==> src/sv/assert_macros.svh <==
// ----------------------------------------------------------------------------
// Assertion macros
// Shared concurrent assertion helpers for the branch predictor RTL.
// ----------------------------------------------------------------------------
`ifndef ASSERT_MACROS_SVH
`define ASSERT_MACROS_SVH

`ifndef SYNTH

// Assertion clocked on a named clock and disabled while the reset is low.
`define ASSERT_AT(label, clk, rst_n, prop, msg) \
  label: assert property (@(posedge clk) disable iff (!rst_n) prop) else $error(msg);

// Assertion on the default block clock and reset.
`define ASSERT_CLK(label, prop, msg) \
  label: assert property (@(posedge clk_i) disable iff (!rst_ni) prop) else $error(msg);

`else

`define ASSERT_AT(label, clk, rst_n, prop, msg)
`define ASSERT_CLK(label, prop, msg)

`endif

`endif

==> src/sv/tgbp_pkg.sv <==
// ----------------------------------------------------------------------------
// tgbp_pkg
// Types, constants and helper functions shared by the branch predictor.
// ----------------------------------------------------------------------------
package tgbp_pkg;

  // Default table sizes (index widths).
  localparam int unsigned GLOBAL_BITS_MAX_DEF = 15;
  localparam int unsigned LOCAL_BITS_MAX_DEF  = 15;
  localparam int unsigned PC_BITS_MAX_DEF     = 15;

  // Widest mask any width parameter can ask for.
  localparam int unsigned MASK_W = 20;

  // Configuration port geometry.
  localparam int unsigned ADDR_W = 4;
  localparam int unsigned DATA_W = 32;
  localparam int unsigned WREG_W = 4;

  // Field widths.
  localparam int unsigned ADDRESS_W = 32;

  // Predictor modes.
  typedef enum logic [1:0] {
    MODE_STATIC     = 2'd0,
    MODE_GSHARE     = 2'd1,
    MODE_TOURNAMENT = 2'd2,
    MODE_CUSTOM     = 2'd3
  } mode_e;

  // Configuration register indexes.
  typedef enum logic [1:0] {
    REG_MODE        = 2'd0,
    REG_GLOBAL_BITS = 2'd1,
    REG_LOCAL_BITS  = 2'd2,
    REG_PC_BITS     = 2'd3
  } reg_idx_e;

  // Item kinds.
  localparam logic KIND_PREDICT = 1'b0;
  localparam logic KIND_TRAIN   = 1'b1;

  // Two-bit counter values.
  localparam logic [1:0] CTR_MIN = 2'd0;
  localparam logic [1:0] CTR_WNT = 2'd1;
  localparam logic [1:0] CTR_WT  = 2'd2;
  localparam logic [1:0] CTR_MAX = 2'd3;

  // Reset values of the configuration registers.
  localparam mode_e       MODE_RST        = MODE_STATIC;
  localparam logic [3:0]  GLOBAL_BITS_RST = 4'd9;
  localparam logic [3:0]  LOCAL_BITS_RST  = 4'd10;
  localparam logic [3:0]  PC_BITS_RST     = 4'd10;

  // Current configuration as seen by the datapath.
  typedef struct packed {
    mode_e              mode;
    logic [WREG_W-1:0]  global_bits;
    logic [WREG_W-1:0]  local_bits;
    logic [WREG_W-1:0]  pc_bits;
  } cfg_t;

  // Commands from the controller to the datapath.
  typedef struct packed {
    logic clear;    // write reset values at the sweep index
    logic load;     // capture an accepted transaction
    logic rd_hist;  // read local history, global and chooser counters
    logic rd_lctr;  // read the local counter selected by the history
    logic commit;   // register the result and write back on training
  } cmd_t;

  // Status from the datapath to the controller.
  typedef struct packed {
    logic clear_last;
  } status_t;

  // Mask of the effective width: registers of zero act as one, values
  // above the table width and custom mode use the table width.
  function automatic logic [MASK_W-1:0] width_mask(input logic [WREG_W-1:0] r,
                                                   input int unsigned maxb,
                                                   input logic custom);
    int unsigned       b;
    logic [MASK_W-1:0] m;
    b = 32'(r);
    if (custom || b > maxb) b = maxb;
    if (b < 1) b = 1;
    for (int unsigned i = 0; i < MASK_W; i++) begin
      m[i] = (i < b);
    end
    return m;
  endfunction

  // Saturating two-bit counter step.
  function automatic logic [1:0] bump(input logic [1:0] c, input logic t);
    logic [1:0] r;
    if (t) r = (c == CTR_MAX) ? CTR_MAX : c + 2'd1;
    else   r = (c == CTR_MIN) ? CTR_MIN : c - 2'd1;
    return r;
  endfunction

endpackage

==> src/sv/tgbp_ctrl.sv <==
// ----------------------------------------------------------------------------
// tgbp_ctrl
// Controller: clearing sweep after reset, then the read, read, commit
// sequence for each transaction, and the output valid register.
// ----------------------------------------------------------------------------
module tgbp_ctrl (
  input  logic              clk_i,
  input  logic              rst_ni,
  input  logic              in_valid_i,
  output logic              in_stall_o,
  output logic              out_valid_o,
  input  logic              out_stall_i,
  input  tgbp_pkg::status_t status_i,
  output tgbp_pkg::cmd_t    cmd_o
);
  import tgbp_pkg::*;

  typedef enum logic [2:0] {
    S_CLEAR,
    S_IDLE,
    S_RD_HIST,
    S_RD_LCTR,
    S_DONE
  } state_e;

  state_e state_q, state_d;
  logic   out_valid_q, out_valid_d;

  // Next state, commands and output valid.
  always_comb begin
    state_d     = state_q;
    cmd_o       = '0;
    out_valid_d = out_valid_q && out_stall_i;
    unique case (state_q)
      S_CLEAR: begin
        cmd_o.clear = 1'b1;
        if (status_i.clear_last) state_d = S_IDLE;
      end
      S_IDLE: begin
        if (in_valid_i) begin
          cmd_o.load = 1'b1;
          state_d    = S_RD_HIST;
        end
      end
      S_RD_HIST: begin
        cmd_o.rd_hist = 1'b1;
        state_d       = S_RD_LCTR;
      end
      S_RD_LCTR: begin
        cmd_o.rd_lctr = 1'b1;
        state_d       = S_DONE;
      end
      S_DONE: begin
        // Finish only once the output register is free or being emptied.
        if (!out_valid_q || !out_stall_i) begin
          cmd_o.commit = 1'b1;
          out_valid_d  = 1'b1;
          state_d      = S_IDLE;
        end
      end
      default: state_d = S_IDLE;
    endcase
  end

  // State and registered outputs.
  always_ff @(posedge clk_i or negedge rst_ni) begin
    if (!rst_ni) begin
      state_q     <= S_CLEAR;
      out_valid_q <= 1'b0;
    end else begin
      state_q     <= state_d;
      out_valid_q <= out_valid_d;
    end
  end

  assign in_stall_o  = (state_q != S_IDLE);
  assign out_valid_o = out_valid_q;

endmodule

==> config.mk <==
export PLATFORM = sky130hd
export DESIGN_NAME = tgbp_ctrl
export DESIGN_NICKNAME = d
export VERILOG_FILES = /design/src/sv/assert_macros.svh /design/src/sv/tgbp_pkg.sv /design/src/sv/tgbp_ctrl.sv
export SDC_FILE = /design/constraint.sdc
export NUM_CORES = 1
export LEC_CHECK = 0
export BUFFER_PORTS_ARGS = -buffer_cell sky130_fd_sc_hd__buf_2
export CAP_MARGIN = 5
export CORE_AREA = 10 10 47 49
export DETAILED_ROUTE_END_ITERATION = 10
export DIE_AREA = 0 0 57 59
export GPL_TIMING_DRIVEN = 0
export PLACE_DENSITY = 0.43
export SLEW_MARGIN = 15
export SYNTH_ARGS = -nofsm -noshare
export SYNTH_HDL_FRONTEND = slang
export SYNTH_SLANG_ARGS = --single-unit
==> constraint.sdc <==
create_clock -name clk_i -period 0.9 [get_ports clk_i]
set_input_delay 0.045 -clock clk_i [delete_from_list [all_inputs] [get_ports clk_i]]
set_output_delay 0.045 -clock clk_i [all_outputs]
set_load 0.02 [all_outputs]
==> out/qor.yml <==
run_status:
  status: "finished with violations"
  violations: "setup timing"
synth:
  yosys_warnings: 0
  synth_cell_types: 14
  netlist_top_cells_area: "dfrtp_1 48%, a21oi_1 7.2%, nand2b_1 6.0%, nand2_1 5.4%, nor2_1 5.4%"
  ys.flop_type: "dfrtp_1"
  synth_cells: 24
  yosysTopAreaCell: "dfrtp_1"
  synth_nets: 29
  yosysSeqAreaShare_pct: 47.9
  async_flop_share_pct: 100
  synth_area_per_cell_um2: 8.71
  synth-edff-count: 0
  netlist.area_leader.share_pct: 47.9
  synth_commonest_cells: "4 x dfrtp_1, 3 x a21oi_1, 3 x nand2_1, 3 x nor2_1, 2 x nand2b_1"
  yosysMostFrequentCell: "dfrtp_1"
  synth_area_um2: 209
  synth_seq_cells: 4
finish:
  design_area_um2: 448
  area_growth_pct: 114
  fillCellCount: 168
  final_util_pct: 32.0
  final_nets: 52
  seq_area_um2: 105
  multi_input_area_um2: 150
  final_cells: 61
  insertedDiodeCount: 0
  drive_gt1_share_pct: 71.1
sta:
  setup_viol: 10
  fmax_mhz: 855
  slew_viol_final: 0
  rsz0062_at_grt: "yes"
  relSlewSlack_pct: 86.4
  worst_pin_slew_ns: 0.202
  final.min_clock_period_ns: 1.17
  clock_skew_ns: 0.00421
  worst_slack_ns: -0.269
  hold_viol_final: 0
  timing.hold.ws_ns: 0.104
  fin_crit_sh_pct: 130
placement:
  dp_cells: 51
  dpl_cell_area_um2: 310
  pre_cts_slack_ns: -0.170
  portBuffers: 11
  dpl.hpwl_um: 491
  place.gp.congestion: 0.620
clocking:
  clk_pin_slew_worst_paths_ns: 0.04
  clock_sinks: 4
  cts_buffers: 3
  h-tree-depth: 1
  worstSkewPairLatency_ns: 0.23
  root_buffer: "clkbuf_4"
  clockBufferDepth: 2
  cts_tree: "yes"
setup_path:
  path_max_fanout: 5
  crit_slowest_cell: "dfrtp_2"
  crit_path_start_kind: "flip-flop"
  critical_path.cell_chain: "nor2b_4 -> and2_4 -> buf_6"
  critPathCaptureType: "output port"
  crit_required_ns: 0.85
  cp_slowest_stage_delay_ns: 0.41
  path_class: "reg -> out"
  arrival_ns: 1.12
power:
  leakagePower_nw: 0.210
  vdd_drop_max_mv: 1.59
  power_density_nw_per_um2: 3700
die:
  dieArea_um2: 3360
  start_util_pct: 14.9
  die_y_um: 59
  boundaryPins: 12
  coreArea_um2: 1400
  num_rows: 14
  die_x_um: 57
global_route:
  groute.usage.overall_pct: 3.85
  grt_pass1_vias: 261
  overflow: 0
  antenna_found_initial: 0
  grt_pass1_wl_um: 1000
  grt_max_degree: 8
routing:
  wl_um: 653
  vias: 239
  via_per_inst: 3.92
  drt-wirelength-per-cell_um: 10.7
  final_antenna_net_count: 0
  dr.pass1.iters: 4
  drcViolationCount: 0
  drtIter0Drc: 7
hold_path:
  hp-class: "in -> reg"
run:
  cap_violations: 0
## state kept, by name, indices dropped and copies added (netlist names)
signal,count
state_q,3
out_valid_o,1
## cell families after synthesis
group,synth area share [%]
AND/OR/NAND/NOR,33.5
flip-flops,47.9
AO/OA/AOI/OAI,16.8
buffers and inverters,1.79
## final timing paths
check	start	endpoint	slack [ns]	cells after the start
min	out_stall_i	out_valid_o$_DFF_PN0_	0.10	3
max in group asynchronous	rst_ni	state_q[2]$_DFFE_PN0P_	0.63	2
max reg2reg	state_q[0]$_DFFE_PN0P_	state_q[2]$_DFFE_PN0P_	-0.12	3
min reg2reg	out_valid_o$_DFF_PN0_	out_valid_o$_DFF_PN0_	0.58	2
max	state_q[0]$_DFFE_PN0P_	cmd_o[1]	-0.27	3
min in group asynchronous	rst_ni	state_q[1]$_DFFE_PN0P_	0.14	2
## layout make-up
class                           instances  share of cell area, %
Clock buffer                            3                   5.03
Inverter                                1                  0.838
Multi-Input combinational cell         19                   33.5
Sequential cell                         4                   23.5
Tap cell                               16                   4.47
Timing Repair Buffer                   18                   32.7
## per-stage QoR
step	power, mW	setup TNS [ns]
4_1_cts	1.57	-1.76
3_5_place_dp	1.04	-0.452
6_report	1.66	-1.71
3_3_place_gp	1.04	-0.434
2_1_floorplan	0.831	-0.159
5_1_grt	1.77	-2.22
## timing repair
action	4_1_cts	5_1_grt
setup endpoints to repair	10	11
hold buffers	1	0
buffers inserted	5	1
pin swaps	2	0
resized for setup	16	5
endpoints found under the hold margin	4	0
gates cloned	0	0
## report_power, final
group / internal [mW] / switching [mW] / total, mW / leakage (nW)
logic: 0.570 / 0.458 / 1.03 / 0.150
registers: 0.271 / 0.146 / 0.417 / 0.0458
clock network: 0.148 / 0.0634 / 0.212 / 0.0138
total: 0.990 / 0.667 / 1.66 / 0.210
## worst max-delay path, delay by kind of cell, from the launching register on
| kind | cells | cell delay, ns |
|---|---|---|
| buffers and inverters | 1 | 0.11 |
| AND/OR/NAND/NOR | 2 | 0.38 |
| flip-flops | 1 | 0.41 |
## routing by layer
layer  GRT usage (%)  up-vias  wire [um]
met5               0        -          0
met3            4.29        0         80
met1            3.33      106        268
met2            5.43        9        304
met4            2.01        0          0
li1                -      124          -
## layout by cell type (no fill, tap or decap)
master	synthesis	routed
clkbuf_4	0	3
a21oi_4	0	1
a21oi_2	0	1
inv_1	1	1
nor2b_4	0	1
o21a_1	1	1
buf_2	0	4
nand2b_1	2	1
a21oi_1	3	1
dfrtp_2	0	4
buf_4	0	8
nand2_2	0	1
nand3_1	1	1
dlygate4sd3_1	0	1
nor2_4	0	2
nand2_1	3	2
o21ai_0	1	1
nand2b_4	0	1
buf_6	0	5
nand3b_1	1	1
nor2_1	3	1
nor3_1	1	1
o21bai_1	1	1
and2_4	1	1
Note: power is estimated with default switching activity, not from simulation.
