===== src/sv/assert_macros.svh =====
// ----------------------------------------------------------------------------
// Assertion macros
// Shared concurrent assertion helpers for the branch predictor RTL.
// ----------------------------------------------------------------------------
`ifndef ASSERT_MACROS_SVH
`define ASSERT_MACROS_SVH

`ifndef SYNTH

// Assertion clocked on a named clock and disabled while the reset is low.
`define ASSERT_AT(label, clk, rst_n, prop, msg) \
  label: assert property (@(posedge clk) disable iff (!rst_n) prop) else $error(msg);

// Assertion on the default block clock and reset.
`define ASSERT_CLK(label, prop, msg) \
  label: assert property (@(posedge clk_i) disable iff (!rst_ni) prop) else $error(msg);

`else

`define ASSERT_AT(label, clk, rst_n, prop, msg)
`define ASSERT_CLK(label, prop, msg)

`endif

`endif


===== src/sv/tgbp_pkg.sv =====
// ----------------------------------------------------------------------------
// tgbp_pkg
// Types, constants and helper functions shared by the branch predictor.
// ----------------------------------------------------------------------------
package tgbp_pkg;

  // Default table sizes (index widths).
  localparam int unsigned GLOBAL_BITS_MAX_DEF = 15;
  localparam int unsigned LOCAL_BITS_MAX_DEF  = 15;
  localparam int unsigned PC_BITS_MAX_DEF     = 15;

  // Widest mask any width parameter can ask for.
  localparam int unsigned MASK_W = 20;

  // Configuration port geometry.
  localparam int unsigned ADDR_W = 4;
  localparam int unsigned DATA_W = 32;
  localparam int unsigned WREG_W = 4;

  // Field widths.
  localparam int unsigned ADDRESS_W = 32;

  // Predictor modes.
  typedef enum logic [1:0] {
    MODE_STATIC     = 2'd0,
    MODE_GSHARE     = 2'd1,
    MODE_TOURNAMENT = 2'd2,
    MODE_CUSTOM     = 2'd3
  } mode_e;

  // Configuration register indexes.
  typedef enum logic [1:0] {
    REG_MODE        = 2'd0,
    REG_GLOBAL_BITS = 2'd1,
    REG_LOCAL_BITS  = 2'd2,
    REG_PC_BITS     = 2'd3
  } reg_idx_e;

  // Item kinds.
  localparam logic KIND_PREDICT = 1'b0;
  localparam logic KIND_TRAIN   = 1'b1;

  // Two-bit counter values.
  localparam logic [1:0] CTR_MIN = 2'd0;
  localparam logic [1:0] CTR_WNT = 2'd1;
  localparam logic [1:0] CTR_WT  = 2'd2;
  localparam logic [1:0] CTR_MAX = 2'd3;

  // Reset values of the configuration registers.
  localparam mode_e       MODE_RST        = MODE_STATIC;
  localparam logic [3:0]  GLOBAL_BITS_RST = 4'd9;
  localparam logic [3:0]  LOCAL_BITS_RST  = 4'd10;
  localparam logic [3:0]  PC_BITS_RST     = 4'd10;

  // Current configuration as seen by the datapath.
  typedef struct packed {
    mode_e              mode;
    logic [WREG_W-1:0]  global_bits;
    logic [WREG_W-1:0]  local_bits;
    logic [WREG_W-1:0]  pc_bits;
  } cfg_t;

  // Commands from the controller to the datapath.
  typedef struct packed {
    logic clear;    // write reset values at the sweep index
    logic load;     // capture an accepted transaction
    logic rd_hist;  // read local history, global and chooser counters
    logic rd_lctr;  // read the local counter selected by the history
    logic commit;   // register the result and write back on training
  } cmd_t;

  // Status from the datapath to the controller.
  typedef struct packed {
    logic clear_last;
  } status_t;

  // Mask of the effective width: registers of zero act as one, values
  // above the table width and custom mode use the table width.
  function automatic logic [MASK_W-1:0] width_mask(input logic [WREG_W-1:0] r,
                                                   input int unsigned maxb,
                                                   input logic custom);
    int unsigned       b;
    logic [MASK_W-1:0] m;
    b = 32'(r);
    if (custom || b > maxb) b = maxb;
    if (b < 1) b = 1;
    for (int unsigned i = 0; i < MASK_W; i++) begin
      m[i] = (i < b);
    end
    return m;
  endfunction

  // Saturating two-bit counter step.
  function automatic logic [1:0] bump(input logic [1:0] c, input logic t);
    logic [1:0] r;
    if (t) r = (c == CTR_MAX) ? CTR_MAX : c + 2'd1;
    else   r = (c == CTR_MIN) ? CTR_MIN : c - 2'd1;
    return r;
  endfunction

endpackage


===== src/sv/tgbp_cfg.sv =====
// ----------------------------------------------------------------------------
// tgbp_cfg
// APB-style configuration register file: mode and the global, local and pc widths.
// ----------------------------------------------------------------------------
module tgbp_cfg (
  input  logic                         clk_i,
  input  logic                         rst_ni,
  input  logic                         psel,
  input  logic                         penable,
  input  logic                         pwrite,
  input  logic [tgbp_pkg::ADDR_W-1:0]  paddr,
  input  logic [tgbp_pkg::DATA_W-1:0]  pwdata,
  output logic [tgbp_pkg::DATA_W-1:0]  prdata,
  output logic                         pready,
  output tgbp_pkg::cfg_t               cfg_o
);
  import tgbp_pkg::*;

  mode_e             mode_q;
  logic [WREG_W-1:0] global_bits_q;
  logic [WREG_W-1:0] local_bits_q;
  logic [WREG_W-1:0] pc_bits_q;
  logic              wr_en;
  reg_idx_e          reg_idx;

  assign pready  = 1'b1;
  assign wr_en   = psel && penable && pwrite;
  assign reg_idx = reg_idx_e'(paddr[ADDR_W-1:2]);

  // Register writes in the access phase.
  always_ff @(posedge clk_i or negedge rst_ni) begin
    if (!rst_ni) begin
      mode_q        <= MODE_RST;
      global_bits_q <= GLOBAL_BITS_RST;
      local_bits_q  <= LOCAL_BITS_RST;
      pc_bits_q     <= PC_BITS_RST;
    end else if (wr_en) begin
      unique case (reg_idx)
        REG_MODE:        mode_q        <= mode_e'(pwdata[1:0]);
        REG_GLOBAL_BITS: global_bits_q <= pwdata[WREG_W-1:0];
        REG_LOCAL_BITS:  local_bits_q  <= pwdata[WREG_W-1:0];
        REG_PC_BITS:     pc_bits_q     <= pwdata[WREG_W-1:0];
      endcase
    end
  end

  // Read-back multiplexer.
  always_comb begin
    unique case (reg_idx)
      REG_MODE:        prdata = DATA_W'(mode_q);
      REG_GLOBAL_BITS: prdata = DATA_W'(global_bits_q);
      REG_LOCAL_BITS:  prdata = DATA_W'(local_bits_q);
      REG_PC_BITS:     prdata = DATA_W'(pc_bits_q);
    endcase
  end

  assign cfg_o.mode        = mode_q;
  assign cfg_o.global_bits = global_bits_q;
  assign cfg_o.local_bits  = local_bits_q;
  assign cfg_o.pc_bits     = pc_bits_q;

endmodule


===== config.mk =====
export PLATFORM = sky130hd
export DESIGN_NAME = tgbp_cfg
export DESIGN_NICKNAME = d
export VERILOG_FILES = /design/src/sv/assert_macros.svh /design/src/sv/tgbp_pkg.sv /design/src/sv/tgbp_cfg.sv
export SDC_FILE = /design/constraint.sdc
export NUM_CORES = 1
export LEC_CHECK = 0
export BUFFER_PORTS_ARGS = -buffer_cell sky130_fd_sc_hd__buf_4
export CORE_AREA = 4 4 56 58
export DETAILED_ROUTE_END_ITERATION = 10
export DIE_AREA = 0 0 60 62
export GPL_TIMING_DRIVEN = 0
export PLACE_DENSITY = 0.77
export SYNTH_ARGS = -nofsm -noshare
export SYNTH_HDL_FRONTEND = slang
export SYNTH_SLANG_ARGS = --single-unit

===== constraint.sdc =====
create_clock -name clk_i -period 1.2 [get_ports clk_i]
set_clock_uncertainty 0.05 [all_clocks]
set_input_delay 0 -clock clk_i [delete_from_list [all_inputs] [get_ports clk_i]]
set_output_delay 0 -clock clk_i [all_outputs]
set_load 0.02 [all_outputs]

==> results.txt <==
----------------------------------------------------
[Min path]
  Path type of the worst min-delay path ... input pin to async pin

[Yosys]
  Count of cell types in the netlist ... 17
  Dominant cells by area after synthesis ... sky130_fd_sc_hd__buf_4 24%, sky130_fd_sc_hd__dfrtp_1 22%, sky130_fd_sc_hd__dfstp_2 17%
  Most frequently used cell type in the post-synthesis netlist ... sky130_fd_sc_hd__buf_4
  Post-synthesis average cell area ... 12.2 µm²
  Share of the synthesized area in the top cell type ... 0.238
  Ys Warns ... 0
  Top post-synthesis cells by count ... 29 x sky130_fd_sc_hd__buf_4, 12 x sky130_fd_sc_hd__mux2_2, 8 x sky130_fd_sc_hd__dfrtp_1
  Gate count of the mapped netlist ... 75
  Post-synth EDFFs ... 0
  Primary FF master, synth ... sky130_fd_sc_hd__dfrtp_1
  Fraction of synthesis flops using an asynchronous set or reset pin ... 1.00
  Leading area contributor after synthesis ... sky130_fd_sc_hd__buf_4
  Register bit total from synthesis ... 14
  Post-synth design cell area ... 916 µm²
  Portion of the post-synthesis area used by sequential elements ... 0.391

[STA]
  Total negative setup slack ... -0.528 ns
  Period utilisation layout ... 1.14
  Number of failing setup endpoints in the final timing report ... 4
  Unrepaired setup endpoints after global routing ... yes
  Final Worst Setup Slack ... -0.163 ns
  Fin. Hold Viols ... 0
  Maximum clock rate ... around 730 MHz
  Count of final max-slew check failures ... 0
  Clock period minus final worst setup slack ... approximately 1.4 ns

[Clock tree]
  Clock slew at the register clock pins of the worst setup and hold paths ... approximately 0.08 ns
  Insertion delay to the later sink of the worst-skew pair ... roughly 0.28 ns
  Number of buffers inserted during clock tree synthesis ... 3
  Buffers from clock root to sink, at most ... 2
  H-tree depth ... 1
  Root Driver ... sky130_fd_sc_hd__clkbuf_4
  Clock tree from TritonCTS ... done
  Clock sink count ... 14

[Placed design]
  Post-Place Setup Slack ... 0.0835 ns
  Count of placed standard cells including taps ... 160
  Final weighted congestion in routability-driven placement ... 0.736
  Port Buf Inserts ... 27
  Final HPWL from detailed placement ... approximately 1600 µm

[Critical path]
  Worst stage delay on the critical path ... ~0.48 ns
  Critical path endpoint category ... output port
  Required time at the worst-slack endpoint ... 1.15 ns
  Cell Chain, Critical Path ... mux4_2 -> buf_6
  CP Data Arrival Time ... about 1.3 ns
  Setup crit start kind ... flip-flop
  Crit Path Class ... flip-flop to output port
  Endpoint of the worst register-to-register path ... mode_q[1]
  Worst r2r src ... mode_q[1]
  FF-to-FF setup slack ... ~0.24 ns
  Worst Path Max Fanout ... 2
  Cell at the slowest stage of the critical path ... sky130_fd_sc_hd__mux4_2
  Cell count of the worst reg-to-reg path ... 2

[Run]
  Number of max-cap violations ... 0

[Die]
  # IOs ... just under 90
  Die outline area ... between 0.003 and 0.004 mm²
  Effective utilization at floorplan ... 0.344
  Core box area ... roughly 0.0027 mm²
  Std cell rows ... 19
  Die height ... roughly 62 µm
  Horizontal die dimension ... roughly 60 µm

[Power and ir drop]
  Fraction of power consumed by sequential logic ... 0.340
  Tot Pwr ... just over 2 mW
  Power density cells ... about 1400 mW/mm²
  Switching power share of the total ... 0.342
  Leakage dissipation ... about 0.78 nW
  VDD IR-drop max ... about 0.0011 V
  Clock power share ... 0.167
  Switching power total ... approximately 0.7 mW
  Comb power frac ... 0.492
  Internal power of the cells ... between 1 and 1.5 mW

[Final layout]
  Fraction of the core area covered by cells at the end of the flow ... 0.536
  FILL cells ... ~230
  Footprint of the flip-flops and latches ... ~360 µm²
  Layout cell share with drive strength beyond 1 ... 0.662
  Fin nets ... 190
  Number of standard cells in the layout, taps in and fillers out ... about 180
  Area delta synth->final ... 55.9%
  Multi-input gate area ... around 410 µm²
  N_diodes ... 0

[Route]
  Drc violations ... 0
  Number of routed nets with antenna violations ... 0
  Wire per inst ... around 11 µm
  1st-iter DRT viols ... 9
  Drt pass-1 iters ... 3
  Final WL ... between 2000 and 2500 µm
  Count of vias placed by the detailed router ... between 700 and 800
  Average via count per standard cell ... ~4

[Global route]
  Largest net degree at the start of global routing ... 15
  Aggregate global-route resource usage ... 0.120
  Via count of the first global-routing pass ... 680
  Overall overflow remaining after global route ... 0
  Global-route wire length before repair ... around 3300 µm
  Antenna violations before repair ... 0

[Status]
  Violations in the final reports ... setup timing
  Outcome ... finished, violations left

----------------------------------------------------
[cell type report]
class	count	share of cell area
buffer	31	0.164
multi-input combinational	56	0.290
inverter	1	0.00263
tap	31	0.0272
clock buffer	4	0.0254
timing repair buffer	42	0.240
sequential	14	0.251
[metal layers]
metal | up-vias | GRT usage | wire length (µm)
li1 | 348 | - | -
met1 | 313 | 0.128 | 692
met2 | 45 | 0.224 | 1040
met3 | 4 | 0.0331 | 268
met4 | 0 | 0.0475 | 30
met5 | - | 0 | 0
[stage by stage]
stage                     hold slack (ns)  area, µm²
after global routing               0.0685       1430
after floorplan                    -0.346       1020
final                              0.0451       1430
after detailed placement           -0.192       1260
after global placement             -0.195       1260
after CTS                          0.0467       1430
[critical path: cells and delay by family (launching register included)]
kind	cells	cell delay [ns]
DFF	1	0.40
muxes	1	0.48
buffers and inverters	1	0.15
[power by group through the flow]
| stage | Clock (mW) | Combinational, mW | Sequential, mW |
|---|---|---|---|
| floorplan | 0 | 0.385 | 0.834 |
| global placement | 0 | 0.811 | 0.702 |
| detailed placement | 0 | 0.824 | 0.715 |
| CTS | 0.345 | 1.00 | 0.684 |
| global route | 0.376 | 1.06 | 0.708 |
| finish | 0.339 | 0.998 | 0.690 |
[logic make-up (layout without fill, tap and decap cells)]
logic type	after synthesis	in the layout	synth area share
other	2	29	0.00820
AOI/OAI and AO/OA	2	2	0.0191
and+or+nand+nor	7	7	0.0519
buffers and inverters	32	78	0.260
DFF	14	14	0.391
muxes	18	18	0.270
[registers in the layout, summed over array words and instances, names as in the netlist]
name           cells
mode_q             2
local_bits_q       4
global_bits_q      4
pc_bits_q          4
[repair_timing]
item / 4_1_cts / 5_1_grt
hold buffers: 5 / 0
setup buffers: 10 / 0
resized for setup: 6 / 0
setup endpoints to repair: 4 / 4
hold endpoints to repair: 28 / 0
pin swaps: 1 / 0
[cell usage in the layout (no fill, tap or decap), drive strengths merged]
cell | Yosys | routed
nor2b | 1 | 1
or2 | 1 | 1
dlygate4sd3 | 0 | 5
mux2 | 16 | 16
mux4 | 2 | 2
a22o | 2 | 2
nand4 | 2 | 2
dfstp | 6 | 6
dfrtp | 8 | 8
conb | 2 | 29
buf | 31 | 68
inv | 1 | 1
clkbuf | 0 | 4
nor2 | 2 | 2
and4 | 1 | 1
[how the worst max path moves through the flow]
stage / from / endpoint / slack [ns] / cells past startpoint
6_report: mode_q[1] / prdata[1] / -0.16 / 2
4_1_cts: mode_q[0] / prdata[0] / -0.15 / 2
5_1_grt: pc_bits_q[0] / prdata[0] / -0.21 / 2
3_5_place_dp: paddr[3] / global_bits_q[2] / 0.08 / 4
3_3_place_gp: global_bits_q[1] / prdata[1] / 0.08 / 2
2_1_floorplan: global_bits_q[1] / prdata[1] / 0.07 / 1
No activity file was read; power rests on OpenSTA's default activity.
